--- config.mk ---
export PLATFORM = sky130hd
export DESIGN_NAME = ldf_ctrl
export DESIGN_NICKNAME = d
export VERILOG_FILES = /design/src/hdl/assert_macros.svh /design/src/hdl/ldf_pkg.sv /design/src/hdl/ldf_ctrl.sv
export SDC_FILE = /design/constraint.sdc
export NUM_CORES = 1
export LEC_CHECK = 0
export BUFFER_PORTS_ARGS = -buffer_cell sky130_fd_sc_hd__buf_2
export CORE_ASPECT_RATIO = 0.5
export CORE_UTILIZATION = 53
export CTS_BUF_LIST = sky130_fd_sc_hd__clkbuf_16
export DETAILED_ROUTE_END_ITERATION = 12
export GPL_ROUTABILITY_DRIVEN = 0
export PLACE_DENSITY = 0.83
export SETUP_SLACK_MARGIN = 0.4
export SKIP_LAST_GASP = 1
export SLEW_MARGIN = 30
export SYNTH_ARGS = -nofsm -noshare
export SYNTH_HDL_FRONTEND = slang
export SYNTH_SLANG_ARGS = --single-unit
--- constraint.sdc ---
create_clock -name clk -period 2.76 [get_ports clk]
set_clock_uncertainty 0.2 [all_clocks]
set_input_delay 0 -clock clk [delete_from_list [all_inputs] [get_ports clk]]
set_output_delay 0 -clock clk [all_outputs]
set_load 0.05 [all_outputs]
--- src/hdl/assert_macros.svh ---
// Assertion helpers. Each macro expects clk and rst_n in scope.
`ifndef ASSERT_MACROS_SVH
`define ASSERT_MACROS_SVH

// The consequent must hold in the cycle after the antecedent.
`define ASSERT_NEXT(label, ante, cons, msg) \
  label: assert property (@(posedge clk) disable iff (!rst_n) (ante) |=> (cons)) \
    else $error(msg);

// The consequent must hold in the same cycle as the antecedent.
`define ASSERT_SAME(label, ante, cons, msg) \
  label: assert property (@(posedge clk) disable iff (!rst_n) (ante) |-> (cons)) \
    else $error(msg);

`endif

--- src/hdl/ldf_pkg.sv ---
`timescale 1ns / 1ps
`default_nettype none

package ldf_pkg;

  localparam int SAMPLE_BITS = 16;
  localparam int MAX_WINDOW  = 512;
  localparam int MAX_LAG     = 64;
  localparam int STORE_DEPTH = MAX_WINDOW + MAX_LAG;
  localparam int ADDR_W      = $clog2(STORE_DEPTH);
  localparam int FILL_W      = $clog2(STORE_DEPTH + 1);
  localparam int WLEN_W      = 10;
  localparam int WCNT_W      = $clog2(MAX_WINDOW + 1);
  localparam int IDX_W       = $clog2(MAX_WINDOW);
  localparam int LAG_W       = 6;
  localparam int MODE_W      = 2;
  localparam int DIFF_W      = SAMPLE_BITS + 1;
  localparam int PROD_W      = 2 * DIFF_W;
  localparam int ACC_W       = 48;
  localparam int VALUE_W     = 48;
  localparam int FRAC_BITS   = 16;
  localparam int NUM_W       = 48;
  localparam int DIV_W       = NUM_W + FRAC_BITS;
  localparam int DIVISOR_W   = 48;
  localparam int DIV_CNT_W   = $clog2(DIV_W + 1);
  localparam int CFG_DATA_W  = 32;
  localparam int CFG_ADDR_W  = 4;
  localparam int REG_IDX_W   = 2;

  localparam logic signed [VALUE_W-1:0] VALUE_MAX = {1'b0, {(VALUE_W-1){1'b1}}};

  typedef enum logic [MODE_W-1:0] {
    MODE_ACF  = 2'd0,
    MODE_AMDF = 2'd1,
    MODE_ASDF = 2'd2,
    MODE_YIN  = 2'd3
  } mode_t;

  typedef enum logic [REG_IDX_W-1:0] {
    REG_MODE          = 2'd0,
    REG_WINDOW_LENGTH = 2'd1,
    REG_LAG_START     = 2'd2,
    REG_LAG_END       = 2'd3
  } reg_idx_t;

  localparam mode_t             MODE_RESET      = MODE_ASDF;
  localparam logic [WLEN_W-1:0] WLEN_RESET      = 10'd256;
  localparam logic [LAG_W-1:0]  LAG_START_RESET = 6'd1;
  localparam logic [LAG_W-1:0]  LAG_END_RESET   = 6'd63;

  typedef struct packed {
    logic signed [SAMPLE_BITS-1:0] sample;
    logic                          frame_end;
  } in_item_t;

  typedef struct packed {
    logic [LAG_W-1:0]          lag;
    logic signed [VALUE_W-1:0] value;
    logic                      last_result;
  } out_item_t;

  typedef struct packed {
    mode_t             mode;
    logic [WCNT_W-1:0] window;
    logic [LAG_W-1:0]  lag_start;
    logic [LAG_W-1:0]  lag_end;
  } cfg_t;

  typedef struct packed {
    logic             load;
    logic             issue;
    logic [IDX_W-1:0] idx;
    logic [LAG_W-1:0] lag;
    logic             mac_clear;
    logic             sum_clear;
    logic             prep;
    logic             div_start;
    logic             emit;
    logic             last;
    logic             fill_clear;
  } ctrl_cmd_t;

  typedef struct packed {
    logic pipe_busy;
    logic div_done;
    logic out_free;
  } dp_status_t;

  typedef enum logic [3:0] {
    ST_IDLE,
    ST_LAG_INIT,
    ST_ISSUE,
    ST_DRAIN,
    ST_PREP,
    ST_DIV_START,
    ST_DIV_WAIT,
    ST_EMIT,
    ST_FINISH
  } ctrl_state_t;

endpackage

`default_nettype wire

--- src/hdl/ldf_ctrl.sv ---
`timescale 1ns / 1ps
`default_nettype none

module ldf_ctrl (
  input  logic                clk,
  input  logic                rst_n,
  input  ldf_pkg::cfg_t       cfg,
  input  logic                in_valid,
  input  logic                in_frame_end,
  input  ldf_pkg::dp_status_t status,
  output ldf_pkg::ctrl_cmd_t  cmd,
  output logic                in_stall
);

  ldf_pkg::ctrl_state_t          state_r, state_nxt;
  logic [ldf_pkg::LAG_W-1:0]     lag_r, lag_nxt;
  logic [ldf_pkg::WCNT_W-1:0]    idx_r, idx_nxt;
  logic                          accept;
  logic                          frame_go;
  logic                          idx_last;
  logic                          lag_shown;
  logic                          emit_ok;

  assign accept    = (state_r == ldf_pkg::ST_IDLE) && in_valid;
  assign frame_go  = accept && in_frame_end;
  assign idx_last  = (idx_r + 1'b1) == cfg.window;
  assign lag_shown = lag_r >= cfg.lag_start;
  assign emit_ok   = !lag_shown || status.out_free;

  always_comb begin
    state_nxt = state_r;
    unique case (state_r)
      ldf_pkg::ST_IDLE: begin
        if (frame_go) begin
          state_nxt = (cfg.lag_start > cfg.lag_end) ? ldf_pkg::ST_FINISH : ldf_pkg::ST_LAG_INIT;
        end
      end
      ldf_pkg::ST_LAG_INIT: begin
        state_nxt = (cfg.window == '0) ? ldf_pkg::ST_DRAIN : ldf_pkg::ST_ISSUE;
      end
      ldf_pkg::ST_ISSUE: begin
        if (idx_last) begin
          state_nxt = ldf_pkg::ST_DRAIN;
        end
      end
      ldf_pkg::ST_DRAIN: begin
        if (!status.pipe_busy) begin
          state_nxt = ldf_pkg::ST_PREP;
        end
      end
      ldf_pkg::ST_PREP:      state_nxt = ldf_pkg::ST_DIV_START;
      ldf_pkg::ST_DIV_START: state_nxt = ldf_pkg::ST_DIV_WAIT;
      ldf_pkg::ST_DIV_WAIT: begin
        if (status.div_done) begin
          state_nxt = ldf_pkg::ST_EMIT;
        end
      end
      ldf_pkg::ST_EMIT: begin
        if (emit_ok) begin
          state_nxt = (lag_r == cfg.lag_end) ? ldf_pkg::ST_FINISH : ldf_pkg::ST_LAG_INIT;
        end
      end
      ldf_pkg::ST_FINISH: state_nxt = ldf_pkg::ST_IDLE;
      default:            state_nxt = ldf_pkg::ST_IDLE;
    endcase
  end

  always_comb begin
    lag_nxt = lag_r;
    idx_nxt = idx_r;
    if (frame_go) begin
      lag_nxt = (cfg.mode == ldf_pkg::MODE_YIN) ? '0 : cfg.lag_start;
    end
    if (state_r == ldf_pkg::ST_LAG_INIT) begin
      idx_nxt = '0;
    end
    if (state_r == ldf_pkg::ST_ISSUE) begin
      idx_nxt = idx_r + 1'b1;
    end
    if ((state_r == ldf_pkg::ST_EMIT) && emit_ok) begin
      lag_nxt = lag_r + 1'b1;
    end
  end

  always_comb begin
    in_stall       = (state_r != ldf_pkg::ST_IDLE);
    cmd.load       = accept;
    cmd.issue      = (state_r == ldf_pkg::ST_ISSUE);
    cmd.idx        = idx_r[ldf_pkg::IDX_W-1:0];
    cmd.lag        = lag_r;
    cmd.mac_clear  = (state_r == ldf_pkg::ST_LAG_INIT);
    cmd.sum_clear  = frame_go;
    cmd.prep       = (state_r == ldf_pkg::ST_PREP);
    cmd.div_start  = (state_r == ldf_pkg::ST_DIV_START);
    cmd.emit       = (state_r == ldf_pkg::ST_EMIT) && lag_shown && status.out_free;
    cmd.last       = (lag_r == cfg.lag_end);
    cmd.fill_clear = (state_r == ldf_pkg::ST_FINISH);
  end

  always_ff @(posedge clk) begin
    if (!rst_n) begin
      state_r <= ldf_pkg::ST_IDLE;
      lag_r   <= '0;
      idx_r   <= '0;
    end else begin
      state_r <= state_nxt;
      lag_r   <= lag_nxt;
      idx_r   <= idx_nxt;
    end
  end

endmodule

`default_nettype wire

==> flow_metrics.py <==
metrics = {
    "setup_path": {
        "arrival_ns": 2.26,
        "r2r.worst_path.cells": 8,
        "reg2reg_to": "state_r[0]",
        "cp-end-kind": "flop",
        "required_ns": 2.71,
        "cp_cell_sequence": "ha_4 > nand3_4 > or3_4 > o32ai_4 > a211oi_2 > o41ai_2 > nand3b_1 > mux2i_1",
        "path_class": "flop to flop",
        "cp-start-kind": "flop",
        "crit_path_top_delay_cell": "or3_4",
        "r2r_slack_ns": 0.45,
        "critPathMaxStageDelay_ns": 0.42,
        "regToRegStartpoint": "idx_r[1]",
        "critPathMaxFanout": 7,
    },
    "synthesis": {
        "ys_warn_count": 0,
        "async_flop_share_pct": 0,
        "ys_top_cells_by_area": "dfxtp_1, ha_1, nand2_1, a21oi_1, nor2_1",
        "syn_nets": 317,
        "ys.flop_type": "dfxtp_1",
        "mappedNetlistArea_um2": 1960,
        "avgSynthCellArea_um2": 7.19,
        "synth_top_area_share_pct": 20.5,
        "synth-edff-count": 0,
        "syn_inst": 272,
        "yosysSeqAreaShare_pct": 20.5,
        "ys_ff_latch": 20,
        "synth_cell_types": 51,
        "synth_area_leader_cell": "dfxtp_1",
    },
    "drt": {
        "wl_um": 5450,
        "dr.pass1.iters": 8,
        "dr_total_vias": 2196,
        "via_per_inst": 5.73,
        "ant_nets": 0,
        "drtIter0Drc": 109,
        "wl_per_cell_um": 14.2,
        "drc": 0,
    },
    "clock_tree": {
        "clock_latency_ns": 0.25,
        "cts.sinks": 20,
        "path_clk_slew_ns": 0.06,
        "cts_max_level": 1,
        "numCtsBuffers": 3,
        "cts_root_buf": "clkbuf_16",
        "tritoncts": "done",
        "ctsLongestPathBuffers": 2,
    },
    "timing": {
        "finalSetupTns_ns": 0,
        "slew_headroom_pct": 64.0,
        "drv_slew": 0,
        "hold_ws_ns": 0.0866,
        "period_minus_slack_ns": 2.31,
        "setup_viol": 0,
        "rsz0062_at_grt": "true",
        "setup_ws_ns": 0.448,
        "final.period_utilization_pct": 83.8,
        "fmax_mhz": 433,
        "finalHoldViolCount": 0,
        "tightest_slew_ns": 0.538,
    },
    "place": {
        "dp.cells": 359,
        "port_buffers": 55,
        "dp_slack_ns": 0.186,
        "detailed_place_hpwl_um": 3690,
    },
    "cells_and_area": {
        "final_cell_mix": "buf_2, nand2_1, nor2_1",
        "diodes": 0,
        "syn_to_final_growth_pct": 32.2,
        "layout.cells.non_filler": 383,
        "final_nets": 378,
        "drive_gt1_share_pct": 30.1,
        "layout_commonest_cell": "buf_2",
    },
    "floorplanning": {
        "initial_utilization_pct": 56.3,
        "core_region_area_um2": 3470,
        "die_height_um": 45.0,
        "rows": 15,
        "die_area_um2": 3950,
        "die_x_um": 87.9,
        "ios": 56,
    },
    "global_routing": {
        "grt_overflow": 0,
        "antenna_found_initial": 0,
        "grt_max_degree": 16,
        "grt_pass1_wl_um": 7840,
        "track_usage_pct": 25.9,
        "grt_pass1_vias": 1813,
    },
    "power_and_ir_drop": {
        "ir_drop_v": 0.000307,
        "power_leakage_nw": 1.18,
        "p_total_w": 0.00139,
        "powerDensity_nw_per_um2": 538,
    },
    "status": {
        "outcome": "complete, no violations",
    },
    "hold_path": {
        "holdPathEnd": "lag_r[4]",
        "holdPathStages": 4,
        "holdCritStartpoint": "cfg[23]",
        "hold_class": "input pin to flop",
    },
    "job": {
        "cap_violations": 0,
    },
}
[sequential cells by signal, indices dropped and copies added (netlist names)]
register  flops
lag_r         6
idx_r        10
state_r       4
[cell usage after synthesis, drive strengths merged, types with 2 or more instances]
library cell / n
nor2: 29
nand2: 32
o32ai: 2
ha: 14
buf: 18
nor3: 15
nor4b: 2
mux2i: 2
and2: 3
o22ai: 2
nor4: 2
nand4: 3
inv: 19
xnor2: 11
a21o: 2
o211ai: 3
nor2b: 2
xor2: 10
dfxtp: 20
or3: 3
a22oi: 2
o21ai: 13
clkbuf: 2
a21oi: 22
a211oi: 3
nand3: 13
and3: 2
nand2b: 5
[worst max-delay path by stage]
stage / slack, ns / startpoint / depth (start not counted) / endpoint
6_report: 0.45 / idx_r[1] / 8 / state_r[0]
5_1_grt: 0.34 / state_r[2] / 7 / lag_r[0]
4_1_cts: 0.41 / idx_r[0] / 8 / state_r[0]
3_5_place_dp: 0.19 / idx_r[0] / 8 / state_r[0]
3_3_place_gp: 0.27 / idx_r[0] / 8 / state_r[0]
2_1_floorplan: 0.41 / lag_r[0] / 9 / lag_r[5]
[repair_timing]
item / 4_1_cts / 5_1_grt
gates resized for setup: 6 / 19
pin swaps: 2 / 15
setup endpoints to repair: 3 / 4
hold buffers: 12 / 0
buffers inserted: 2 / 6
endpoints found under the hold margin: 9 / 0
[cell families (layout without fill, tap and decap cells)]
kind of cell	count (synthesis)	after routing	share of synthesized area [%]
AND/OR/NAND/NOR	118	118	30.5
AO/OA/AOI/OAI	56	56	17.6
multiplexers	3	3	1.60
adder cells (fa/ha/maj)	14	14	8.96
XOR/XNOR	21	21	9.40
flip-flops	20	20	20.5
buffers and inverters	40	100	11.5
[layer usage]
layer  GRT usage, %  wire length (um)  vias to the layer above
met2           48.7              2610                      107
met5              0                 0                        -
li1               -                 -                     1058
met4           7.21               110                        0
met3           4.20               383                       16
met1           31.4              2350                     1015
[area by class of cell]
class | instances | area [um^2]
clock buffers | 3 | 75.1
clock inverters | 1 | 3.75
fillers | 264 | 887
inverters | 20 | 75.1
multi-input cells | 212 | 1470
flip-flops and latches | 20 | 423
well taps | 51 | 63.8
repair buffers | 76 | 478
[through the flow]
| stage | util [%] | cell area (um^2) |
|---|---|---|
| 5_1_grt | 74.5 | 2580 |
| 6_report | 74.5 | 2580 |
| 2_1_floorplan | - | 1990 |
| 3_3_place_gp | 63.0 | 2190 |
| 4_1_cts | 69.9 | 2430 |
| 3_5_place_dp | 63.0 | 2190 |
[power breakdown]
group | switching [W] | total (W) | internal [W] | leakage (nW)
Combinational | 0.000448 | 0.000695 | 0.000247 | 0.968
Sequential | 0.0000648 | 0.000383 | 0.000318 | 0.168
Clock | 0.000119 | 0.000313 | 0.000193 | 0.0423
Total | 0.000632 | 0.00139 | 0.000758 | 1.18
[worst max-delay path: cells and delay by family (launching register included)]
kind	cells	cell delay [ns]
mux	1	0.13
fa+ha+maj	1	0.19
compound gates	3	0.65
flops	1	0.39
simple gates	3	0.64
No activity file was read; power rests on OpenSTA's default activity.
